$ cat config.mk
export PLATFORM = sky130hd
export DESIGN_NAME = dual_stack_shared_array_top
export DESIGN_NICKNAME = d
export VERILOG_FILES = /design/src/rtl/core/dssa_pkg.sv /design/src/rtl/core/dual_stack_shared_array_top.sv /design/src/rtl/core/dssa_ctrl.sv /design/src/rtl/core/dssa_dp.sv
export VERILOG_INCLUDE_DIRS = /design/src /design/src/rtl/core
export SDC_FILE = /design/constraint.sdc
export NUM_CORES = 1
export LEC_CHECK = 0
export ABC_AREA = 1
export BUFFER_PORTS_ARGS = -buffer_cell sky130_fd_sc_hd__buf_2
export CAP_MARGIN = 20
export CORE_MARGIN = 2
export CORE_UTILIZATION = 45
export CTS_CLUSTER_DIAMETER = 150
export DETAILED_ROUTE_END_ITERATION = 10
export GPL_TIMING_DRIVEN = 0
export PLACE_DENSITY = 0.58
export SETUP_SLACK_MARGIN = 0.4
export SYNTH_ARGS = -nofsm -noshare
export SYNTH_HDL_FRONTEND = slang
export SYNTH_SLANG_ARGS = --single-unit
$ cat constraint.sdc
create_clock -name clk -period 4.95 [get_ports clk]
set_clock_uncertainty 0.1 [all_clocks]
set_input_delay 0.2475 -clock clk [delete_from_list [all_inputs] [get_ports clk]]
set_output_delay 0.2475 -clock clk [all_outputs]
set_load 0.03 [all_outputs]
$ cat src/rtl/core/dual_stack_shared_array_top_defines.svh
// Assertion macros for the dual stack block
`ifndef DUAL_STACK_SHARED_ARRAY_TOP_DEFINES_SVH
`define DUAL_STACK_SHARED_ARRAY_TOP_DEFINES_SVH

// antecedent in the same cycle implies consequent
`define DSSA_ASSERT_SAME(label, clk, rst, ante, cons) \
  label: assert property (@(posedge clk) disable iff (rst) (ante) |-> (cons)) \
    else $error("dual stack check failed");

// antecedent implies consequent in the next cycle
`define DSSA_ASSERT_NEXT(label, clk, rst, ante, cons) \
  label: assert property (@(posedge clk) disable iff (rst) (ante) |=> (cons)) \
    else $error("dual stack check failed");

`endif

$ cat src/rtl/core/dssa_pkg.sv
// Shared types and constants for the dual stack block
`timescale 1ns / 1ps
package dssa_pkg;

  localparam int DEPTH_DEF     = 16;
  localparam int WORD_BITS_DEF = 32;
  localparam int OUT_BITS      = 32;

  typedef enum logic [1:0] {
    KIND_PUSH = 2'd0,
    KIND_POP  = 2'd1,
    KIND_PEEK = 2'd2,
    KIND_LIST = 2'd3
  } kind_t;

  typedef enum logic [1:0] {
    ST_OK       = 2'd0,
    ST_OVERFLOW = 2'd1,
    ST_EMPTY    = 2'd2
  } status_t;

  typedef enum logic [1:0] {
    S_IDLE,
    S_EXEC,
    S_READ
  } ctrl_state_t;

  typedef struct packed {
    logic    load_op;
    logic    mem_write;
    logic    cnt_inc;
    logic    cnt_dec;
    logic    rd_start;
    logic    rd_next;
    logic    res_load;
    status_t res_status;
    logic    res_from_mem;
    logic    res_last;
  } cmd_t;

  typedef struct packed {
    kind_t kind;
    logic  empty;
    logic  full;
    logic  res_free;
    logic  final_entry;
  } sts_t;

endpackage

$ cat src/rtl/core/dual_stack_shared_array_top.sv
// Dual stack in one shared word memory, top level.
// A push or pop loads one result, a peek loads the top word, and a list gives its words
// one per cycle while the output is not stalled, the final one marked by last.
// A new transaction is accepted only in idle, once the previous one has loaded its last
// result; the memory has a single registered read port.
// Reset clears both counts and the result valid flag; memory and result data are not cleared.
`timescale 1ns / 1ps
`include "dual_stack_shared_array_top_defines.svh"
module dual_stack_shared_array_top #(
  parameter int DEPTH     = dssa_pkg::DEPTH_DEF,
  parameter int WORD_BITS = dssa_pkg::WORD_BITS_DEF
) (
  input  logic               clk,
  input  logic               rst,
  input  logic               in_valid,
  output logic               in_ready,
  input  logic [1:0]         kind,
  input  logic               which_stack,
  input  logic signed [31:0] push_value,
  output logic               out_valid,
  input  logic               out_ready,
  output logic [1:0]         status,
  output logic signed [31:0] read_value,
  output logic               last
);
  import dssa_pkg::*;

  cmd_t cmd;
  sts_t sts;

  dssa_ctrl u_ctrl (
    .clk      (clk),
    .rst      (rst),
    .in_valid (in_valid),
    .in_ready (in_ready),
    .sts      (sts),
    .cmd      (cmd)
  );

  dssa_dp #(
    .DEPTH     (DEPTH),
    .WORD_BITS (WORD_BITS)
  ) u_dp (
    .clk         (clk),
    .rst         (rst),
    .kind        (kind),
    .which_stack (which_stack),
    .push_value  (push_value),
    .out_valid   (out_valid),
    .out_ready   (out_ready),
    .status      (status),
    .read_value  (read_value),
    .last        (last),
    .cmd         (cmd),
    .sts         (sts)
  );

  `DSSA_ASSERT_SAME(a_no_write_when_full, clk, rst, cmd.mem_write, !sts.full)
  `DSSA_ASSERT_SAME(a_load_only_when_free, clk, rst, cmd.res_load, sts.res_free)
  `DSSA_ASSERT_SAME(a_no_accept_mid_list, clk, rst, cmd.rd_next, !in_ready)
  `DSSA_ASSERT_NEXT(a_load_shows_result, clk, rst, cmd.res_load, out_valid)

endmodule

$ cat src/rtl/core/dssa_ctrl.sv
// Controller state machine for the dual stack block
`timescale 1ns / 1ps
module dssa_ctrl (
  input  logic          clk,
  input  logic          rst,
  input  logic          in_valid,
  output logic          in_ready,
  input  dssa_pkg::sts_t sts,
  output dssa_pkg::cmd_t cmd
);
  import dssa_pkg::*;

  ctrl_state_t state;
  ctrl_state_t state_next;

  always_ff @(posedge clk) begin
    if (rst) begin
      state <= S_IDLE;
    end else begin
      state <= state_next;
    end
  end

  always_comb begin
    state_next = state;
    cmd        = '0;
    cmd.res_status = ST_OK;
    in_ready   = 1'b0;
    unique case (state)
      S_IDLE: begin
        in_ready = 1'b1;
        if (in_valid) begin
          cmd.load_op = 1'b1;
          state_next  = S_EXEC;
        end
      end
      S_EXEC: begin
        unique case (sts.kind)
          KIND_PUSH: begin
            if (sts.res_free) begin
              cmd.res_load = 1'b1;
              cmd.res_last = 1'b1;
              if (sts.full) begin
                cmd.res_status = ST_OVERFLOW;
              end else begin
                cmd.mem_write = 1'b1;
                cmd.cnt_inc   = 1'b1;
              end
              state_next = S_IDLE;
            end
          end
          KIND_POP: begin
            if (sts.res_free) begin
              cmd.res_load = 1'b1;
              cmd.res_last = 1'b1;
              if (sts.empty) begin
                cmd.res_status = ST_EMPTY;
              end else begin
                cmd.cnt_dec = 1'b1;
              end
              state_next = S_IDLE;
            end
          end
          KIND_PEEK, KIND_LIST: begin
            if (!sts.empty) begin
              cmd.rd_start = 1'b1;
              state_next   = S_READ;
            end else if (sts.res_free) begin
              cmd.res_load   = 1'b1;
              cmd.res_last   = 1'b1;
              cmd.res_status = ST_EMPTY;
              state_next     = S_IDLE;
            end
          end
          default: state_next = S_IDLE;
        endcase
      end
      S_READ: begin
        if (sts.res_free) begin
          cmd.res_load     = 1'b1;
          cmd.res_from_mem = 1'b1;
          cmd.res_last     = (sts.kind == KIND_PEEK) || sts.final_entry;
          if (cmd.res_last) begin
            state_next = S_IDLE;
          end else begin
            cmd.rd_next = 1'b1;
          end
        end
      end
      default: state_next = S_IDLE;
    endcase
  end

endmodule

$ cat src/rtl/core/dssa_dp.sv
// Datapath for the dual stack block: word memory, counts, result register
`timescale 1ns / 1ps
module dssa_dp #(
  parameter int DEPTH     = dssa_pkg::DEPTH_DEF,
  parameter int WORD_BITS = dssa_pkg::WORD_BITS_DEF
) (
  input  logic                  clk,
  input  logic                  rst,
  input  logic [1:0]            kind,
  input  logic                  which_stack,
  input  logic signed [31:0]    push_value,
  output logic                  out_valid,
  input  logic                  out_ready,
  output logic [1:0]            status,
  output logic signed [31:0]    read_value,
  output logic                  last,
  input  dssa_pkg::cmd_t        cmd,
  output dssa_pkg::sts_t        sts
);
  import dssa_pkg::*;

  localparam int HALF      = DEPTH / 2;
  localparam int UP_BASE   = HALF + 1;
  localparam int CAP_LOWER = HALF + 1;
  localparam int CAP_UPPER = DEPTH - UP_BASE;
  localparam int AW        = $clog2(DEPTH);
  localparam int IW        = AW + 2;
  localparam int CW        = $clog2(DEPTH + 1);
  localparam int LCW       = $clog2(CAP_LOWER + 1);
  localparam int UCW       = $clog2(CAP_UPPER + 1);

  logic [WORD_BITS-1:0] mem [DEPTH];
  logic [WORD_BITS-1:0] rdata;

  kind_t                op_kind;
  logic                 op_which;
  logic [WORD_BITS-1:0] op_word;
  logic [LCW-1:0]       lower_count;
  logic [UCW-1:0]       upper_count;
  logic [CW-1:0]        d;

  logic [CW-1:0]        n;
  logic [CW-1:0]        d_sel;
  logic [IW-1:0]        waddr_full;
  logic [IW-1:0]        raddr_full;
  logic [AW-1:0]        waddr;
  logic [AW-1:0]        raddr;
  logic [63:0]          rdata_ext;

  always_ff @(posedge clk) begin
    if (cmd.load_op) begin
      op_kind  <= kind_t'(kind);
      op_which <= which_stack;
      op_word  <= WORD_BITS'(push_value);
    end
  end

  always_comb begin
    n = op_which ? CW'(upper_count) : CW'(lower_count);
    d_sel = cmd.rd_start ? '0 : d + CW'(1);
    if (op_which) begin
      waddr_full = IW'(UP_BASE) + IW'(n);
      raddr_full = IW'(UP_BASE) + IW'(n) - IW'(1) - IW'(d_sel);
    end else begin
      waddr_full = IW'(HALF) - IW'(n);
      raddr_full = IW'(HALF) - IW'(n) + IW'(1) + IW'(d_sel);
    end
    waddr = waddr_full[AW-1:0];
    raddr = raddr_full[AW-1:0];
  end

  always_ff @(posedge clk) begin
    if (cmd.mem_write) begin
      mem[waddr] <= op_word;
    end
    if (cmd.rd_start || cmd.rd_next) begin
      rdata <= mem[raddr];
    end
  end

  always_ff @(posedge clk) begin
    if (rst) begin
      lower_count <= '0;
      upper_count <= '0;
    end else if (op_which) begin
      if (cmd.cnt_inc) begin
        upper_count <= upper_count + UCW'(1);
      end else if (cmd.cnt_dec) begin
        upper_count <= upper_count - UCW'(1);
      end
    end else begin
      if (cmd.cnt_inc) begin
        lower_count <= lower_count + LCW'(1);
      end else if (cmd.cnt_dec) begin
        lower_count <= lower_count - LCW'(1);
      end
    end
  end

  always_ff @(posedge clk) begin
    if (cmd.rd_start) begin
      d <= '0;
    end else if (cmd.rd_next) begin
      d <= d + CW'(1);
    end
  end

  assign rdata_ext = 64'(signed'(rdata));

  always_ff @(posedge clk) begin
    if (rst) begin
      out_valid <= 1'b0;
    end else if (cmd.res_load) begin
      out_valid <= 1'b1;
    end else if (out_ready) begin
      out_valid <= 1'b0;
    end
  end

  always_ff @(posedge clk) begin
    if (cmd.res_load) begin
      status     <= cmd.res_status;
      read_value <= cmd.res_from_mem ? rdata_ext[OUT_BITS-1:0] : '0;
      last       <= cmd.res_last;
    end
  end

  always_comb begin
    sts.kind        = op_kind;
    sts.empty       = (n == '0);
    sts.full        = op_which ? (upper_count == UCW'(CAP_UPPER))
                               : (lower_count == LCW'(CAP_LOWER));
    sts.res_free    = !out_valid || out_ready;
    sts.final_entry = ((d + CW'(1)) == n);
  end

endmodule
==> results of run 1 <==
==> layout by cell type (no fill, tap or decap), drive strengths merged, types with 2 or more instances in the layout <==
| cell type | instances |
|---|---|
| xor2 | 6 |
| ha | 11 |
| or2 | 3 |
| nand4 | 6 |
| fa | 4 |
| nor2 | 318 |
| xnor2 | 4 |
| nand3 | 125 |
| bufinv | 2 |
| a22oi | 3 |
| o21ai | 269 |
| clkbuf | 160 |
| buf | 139 |
| o22ai | 128 |
| nand2 | 269 |
| dlygate4sd3 | 38 |
| a21oi | 13 |
| nor3 | 3 |
| edfxtp | 614 |
| inv | 79 |
| a2bb2oi | 2 |
| dfxtp | 15 |
| clkinv | 20 |
==> cells in the mapped netlist <==
master and n:
edfxtp_1 614, nor2_1 318, o21ai_0 269, nand2_1 260, o22ai_1 128, nand3_1 120, clkbuf_1 77, inv_1 77
buf_2 30, dfxtp_1 15, a21oi_1 13, ha_1 11, buf_6 7, nand2_2 6, nand4_1 5, xor2_1 5
fa_1 4, nand3_2 4, xnor2_1 4, a22oi_1 3, buf_4 3, nand2_4 3, nor3_1 3, a2bb2oi_1 2
or2_2 2, a211oi_1 1, inv_2 1, nand3_4 1, nand4_4 1, nor4_1 1, o21bai_1 1, or2_1 1
xor2_2 1
==> layout make-up <==
cell class / count / area (µm²)
Timing Repair Buffer: 132 / 1210
Tap cell: 748 / 936
Clock inverter: 24 / 193
Clock buffer: 88 / 1830
Sequential cell: 629 / 18700
Multi-Input combinational cell: 1167 / 5700
Buffer: 117 / 641
Inverter: 78 / 293
Fill cell: 4566 / 25700
==> worst max-delay path, cell delays in order, from the launching register on <==
cell and delay (ns):
edfxtp_1 0.38, buf_4 0.19, nand2_1 0.10, nand2_1 0.18, inv_2 0.17, ha_2 0.24, nand4_4 0.15, nand3_4 0.18
nand2_1 0.11, ha_1 0.28, fa_1 0.63, buf_2 0.33, buf_2 0.32, o21ai_0 0.13, o22ai_1 0.25, nand2_1 0.09
nand2_1 0.06, nand2_1 0.06, nand2_1 0.19
==> per-stage QoR <==
stage | power [mW] | hold WS (ns) | utilization (%) | cell area, µm²
finish | 19.3 | 0.0611 | 53.5 | 29500
global route | 20.3 | 0.123 | 53.5 | 29500
CTS | 19.1 | 0.0279 | 53.4 | 29500
detailed placement | 14.3 | 0.326 | 49.0 | 27000
global placement | 14.2 | 0.324 | 47.9 | 26500
floorplan | 11.2 | 0.217 | - | 25100
==> worst paths after layout <==
path / from / slack [ns] / to / depth (start not counted)
worst max-delay path: u_dp.op_which$_DFFE_PP_ / 0.62 / u_dp.rdata[25]$_DFFE_PP_ / 18
worst min-delay path: out_ready / 0.06 / u_ctrl.state[0]$_SDFFE_PP0P_ / 6
worst max register to register: u_dp.op_which$_DFFE_PP_ / 0.62 / u_dp.rdata[25]$_DFFE_PP_ / 18
worst min register to register: u_dp.lower_count[3]$_SDFFE_PP0P_ / 0.35 / u_dp.lower_count[3]$_SDFFE_PP0P_ / 1
==> per-layer routing <==
metal  wire [µm]  share of wire, %
met1       29100                42
met5          13             0.019
met2       32300                46
met4        1960               2.8
met3        6180               8.9
==> what timing repair did <==
item                                    CTS  global route
endpoints found under the hold margin    44             0
gates resized for setup                  36            82
gates cloned                              0             0
hold buffers                             38             0
endpoints found under the setup margin   32            32
==> power by group through the flow <==
stage | registers (mW) | clock network [mW] | logic [mW]
floorplan | 6.31 | 0 | 4.88
global placement | 6.32 | 0 | 7.85
detailed placement | 6.32 | 0 | 8.01
CTS | 6.21 | 4.77 | 8.14
global route | 6.22 | 4.96 | 9.15
finish | 6.21 | 4.71 | 8.43
==> logic make-up after synthesis <==
group,count (synthesis),synth area share (%)
flops,629,74.5
buf+inv,195,3.31
fa+ha+maj,15,0.866
compound gates,417,9.02
xor+xnor,10,0.378
simple gates,725,11.9
==> flip-flops by register name, summed over array words and instances, names as in the netlist <==
signal            cells
u_dp.upper_count      3
u_dp.d                5
u_ctrl.state          2
u_dp.op_which         1
u_dp.rdata           32
u_dp.mem            512
u_dp.op_word         32
u_dp.read_value      32
u_dp.out_valid        1
u_dp.last             1
u_dp.status           2
u_dp.lower_count      4
u_dp.op_kind          2
==> summary.md, run 1 <==
| Metric | Value |
|---|---|
| Outcome | `finished clean` |
| Fmax achieved | `~0.23 GHz` |
| Clk pin slew, worst setup/hold paths | `approximately 0.060 ns` |
| Final Hold Viols | `0` |
| Largest net degree at the start of global routing | `28` |
| Horiz. Die Dim | `approximately 240 µm` |
| Final GP Congestion | `approximately 0.87` |
| Starting Density | `around 46%` |
| GR Util met1 | `~34%` |
| TritonCTS Buffers | `67` |
| DRT Pass-1 Iters | `7` |
| Worst EP required | `5.28 ns` |
| Vias in the first global route | `16060` |
| Die Y | `between 200 and 250 µm` |
| Dpl hpwl | `~46000 µm` |
| Core area | `between 50000 and 60000 µm²` |
| Tightest Hold Check Type | `input port to flop` |
| Setup TNS | `0 ns` |
| Clock power frac | `between 20% and 30%` |
| Seq/Total Area, Yosys | `between 70% and 80%` |
| Overflow after GRT | `0` |
| Largest area contributor in the netlist | `edfxtp_1` |
| Setup crit end kind | `flop` |
| DRC viols | `0` |
| Switching power total | `~8.1 mW` |
| Dpl cells | `around 2800` |
| Clock H-tree levels | `3` |
| Synth area leaders | `edfxtp_1 (73%), o21ai_0 (5.4%), nor2_1 (4.7%), nand2_1 (3.9%), o22ai_1 (3.2%)` |
| GRT Resource Usage Total | `about 24%` |
| FF+latch count, synth | `around 630` |
| Worst slack, placed | `-0.157 ns` |
| Comb pwr share | `a little over two fifths` |
| I/O pins | `76` |
| Relative slew slack | `roughly 37%` |
| Port bufs | `75` |
| Antenna violations before repair | `1` |
| Antenna viol nets, final | `0` |
| Clk Latency, worst-skew pair | `just over 0.6 ns` |
| Flop pwr share | `about a third` |
| Die area | `just under 60000 µm²` |
| GR peak layer | `met2` |
| Worst setup margin | `just over 0.6 ns` |
| Yosys warnings | `0` |
| Share of post-route cells with drive strength above 1 | `between 10% and 20%` |
| Row count | `86` |
| First-pass GRT wire length | `102000 µm` |
| Crit path kind | `flop to flop` |
| Area Overhead vs Synth | `17.5%` |
| Pins Over Slew Limit | `0` |
| Post-DR wirelength/cell | `~23 µm` |
| Worst VDD drop | `~0.39 mV` |
| WP data arrival | `~4.7 ns` |
| MaxCap Viol Count | `0` |
| Synthesized area | `~25000 µm²` |
| RSZ-0062 raised after global routing | `no` |
| Min Clock Period, post-route | `4.33 ns` |
| Worst-Margin Slew | `just over 0.9 ns` |
| Post-layout nets | `~2200` |
| # diodes | `0` |
| Syn nets | `2045` |
| Vias | `roughly 17000` |
| Post-synth cell types | `33` |
| Power Internal | `around 11 mW` |
| Met3 Usage GRT | `5.32%` |
| CTS tree | `yes` |
| Post-CTS Setup Inserts | `0` |
| # setup viols final | `0` |
| Layout Cells excl Fill | `between 2000 and 3000` |
| Initial drt markers | `2036` |
| Sw frac | `between 40% and 50%` |
| Mapped Cells | `between 1500 and 2000` |
| Setup crit start kind | `flop` |
| Tcrit/Tclk final | `a little under 90%` |
| CP max FO | `10` |
| Mean post-synth cell area | `around 13 µm²` |
| Power density cells | `around 650 nW/µm²` |
| Synth top area share | `roughly 73%` |
| Vias per cell | `around 5.6` |
| Met2 usage | `between 30% and 40%` |
| Clk sinks | `629` |
| Pleak | `between 10 and 15 nW` |
| Routed wire length | `around 70000 µm` |
| Clock tree buffer depth | `3` |
| Clk root buf | `clkbuf_16` |
No activity file was read; power rests on OpenSTA's default activity.
==> run 2, diff against run 1 <==
==> constraint.sdc (replaced) <==
create_clock -name clk -period 5.1 [get_ports clk]
set_clock_uncertainty 0.1 [all_clocks]
set_input_delay 0.255 -clock clk [delete_from_list [all_inputs] [get_ports clk]]
set_output_delay 0.255 -clock clk [all_outputs]
set_load 0.03 [all_outputs]
==> summary.md, run 2 (same netlist as run 1, synthesis figures left out) <==
| Metric | Value |
|---|---|
| CTS tree | `yes` |
| Worst slack, placed | `-0.00736 ns (+0.150 ns)` |
| TritonCTS Buffers | `67 (unchanged)` |
| Die Y | `240 µm (unchanged)` |
| # setup viols final | `0 (unchanged)` |
| Pins Over Slew Limit | `0 (unchanged)` |
| Vias per cell | `5.59 (-0.24%)` |
| Min Clock Period, post-route | `4.45 ns (+0.124 ns)` |
| Tcrit/Tclk final | `87.3% (-0.15 points)` |
| Antenna violations before repair | `1 (unchanged)` |
| Starting Density | `45.5% (unchanged)` |
| Relative slew slack | `38.2% (+0.76 points)` |
| Horiz. Die Dim | `240 µm (unchanged)` |
| Clk Latency, worst-skew pair | `0.60 ns (-0.02 ns)` |
| Row count | `86 (unchanged)` |
| GRT Resource Usage Total | `24.5% (about the same)` |
| Commonest non-fill, non-tap cells in the layout | `edfxtp_1 (614), nor2_1 (302), o21ai_0 (269)` |
| DRT Pass-1 Iters | `5 (-2)` |
| Clk pin slew, worst setup/hold paths | `0.05 ns (about the same)` |
| Pleak | `10.4 nW (about the same)` |
| Fmax achieved | `0.225 GHz (-2.8%)` |
| Worst setup margin | `0.649 ns (+0.0263 ns)` |
| Post-CTS Setup Inserts | `0 (unchanged)` |
| Setup crit start kind | `flop` |
| Tightest Hold Check Type | `input port to flop` |
| Biggest register | `u_dp.mem` |
| First-pass GRT wire length | `102000 µm (about the same)` |
| Post-layout nets | `2246 (unchanged)` |
| Dpl hpwl | `45600 µm (unchanged)` |
| Share of post-route cells with drive strength above 1 | `14.1% (-0.18 points)` |
| Routed wire length | `69600 µm (about the same)` |
| Clock tree buffer depth | `3 (unchanged)` |
| RSZ-0062 raised after global routing | `no` |
| DRC viols | `0 (unchanged)` |
| WP data arrival | `4.77 ns (+0.11 ns)` |
| Clk sinks | `629 (unchanged)` |
| MaxCap Viol Count | `0 (unchanged)` |
| Area Overhead vs Synth | `17.4% (about the same)` |
| Clock H-tree levels | `3 (unchanged)` |
| Vias | `16686 (-0.24%)` |
| Commonest non-fill, non-tap cell in the layout | `edfxtp_1` |
| Final GP Congestion | `0.869 (unchanged)` |
| Power density cells | `635 nW/µm² (-3.0%)` |
| Worst VDD drop | `0.370 mV (-4.4%)` |
| Clk root buf | `clkbuf_16` |
| # diodes | `0 (unchanged)` |
| Setup crit end kind | `flop` |
| Vias in the first global route | `16065 (+0.031%)` |
| Core area | `55200 µm² (unchanged)` |
| I/O pins | `76 (unchanged)` |
| Worst EP required | `5.42 ns (+0.14 ns)` |
| Die area | `57800 µm² (unchanged)` |
| Crit path kind | `flop to flop` |
| Port bufs | `75 (unchanged)` |
| Post-DR wirelength/cell | `23.3 µm (about the same)` |
| Outcome | `finished clean` |
| Antenna viol nets, final | `0 (unchanged)` |
| Final core utilization | `53.5% (about the same)` |
| Overflow after GRT | `0 (unchanged)` |
| Max reg flops | `512 (unchanged)` |
| Worst-Margin Slew | `0.924 ns (-0.0114 ns)` |
| CP max FO | `10 (unchanged)` |
| Largest net degree at the start of global routing | `28 (unchanged)` |
| Final Hold Viols | `0 (unchanged)` |
| Initial drt markers | `1992 (-2.2%)` |
## run 2: changes by cell type in the layout (fill, tap and decap cells not counted), sizes merged
cell    previous run  this run
buf              139       134
clkbuf           160       165
## run 2: worst paths after layout
kind                                                       start                                to  slack [ns]  depth (start not counted)
worst max-delay path                     u_dp.op_which$_DFFE_PP_          u_dp.rdata[29]$_DFFE_PP_        0.65                         18
worst min-delay path                                   out_ready      u_ctrl.state[0]$_SDFFE_PP0P_        0.07                          6
worst max register to register           u_dp.op_which$_DFFE_PP_          u_dp.rdata[29]$_DFFE_PP_        0.65                         18
worst min register to register  u_dp.lower_count[3]$_SDFFE_PP0P_  u_dp.lower_count[3]$_SDFFE_PP0P_        0.35                          1
## run 2: critical path, stage by stage (launching register included)
cell,delay (ns)
edfxtp_1,0.38
buf_4,0.19
nand2_1,0.09
nand2_1,0.18
inv_2,0.17
ha_1,0.26
nand4_4,0.17
nand3_4,0.18
nand2_1,0.11
ha_1,0.28
fa_1,0.62
buf_2,0.33
clkbuf_2,0.33
o21ai_0,0.13
o22ai_1,0.31
nand2_1,0.09
nand2_1,0.08
nand2_1,0.05
nand2_1,0.19
## run 2: layout make-up
| class | count | area [µm²] |
|---|---|---|
| Fill cell | 4563 | 25700 |
| Inverter | 78 | 293 |
| Timing Repair Buffer | 132 | 1210 |
| Clock inverter | 24 | 193 |
| Clock buffer | 88 | 1830 |
| Sequential cell | 629 | 18700 |
| Buffer | 117 | 633 |
| Multi-Input combinational cell | 1167 | 5690 |
| Tap cell | 748 | 936 |
## run 2: metal layers
metal | vias up | track usage (%) | wire (µm)
met5 | - | 0 | 13
met4 | 2 | 8.83 | 1910
met3 | 130 | 5.73 | 6370
met2 | 770 | 38.4 | 32400
met1 | 8201 | 33.3 | 28900
li1 | 7583 | - | -
## run 2: timing repair
action	CTS	global route
pin swaps	0	0
resized for setup	13	113
setup endpoints to repair	32	32
hold buffers	38	0
endpoints found under the hold margin	44	0
## run 2: stage by stage
stage                     area, µm²  std cells  power (mW)  hold slack (ns)  setup TNS (ns)
after floorplan               25100       1991        10.9            0.224               0
after global placement        26500       2814        13.7            0.331         -186.97
after CTS                     29400       2983        18.5           0.0354               0
after detailed placement      27000       2833        13.9            0.333        -0.00736
after global routing          29500       2983        19.7            0.131               0
final                         29500       2983        18.7           0.0710               0
## run 2: power breakdown
group / switching (mW) / leakage, nW / total, mW / internal (mW)
clock: 1.96 / 0.977 / 4.58 / 2.62
combinational: 5.78 / 3.82 / 8.14 / 2.36
sequential: 0.107 / 5.63 / 6.03 / 5.92
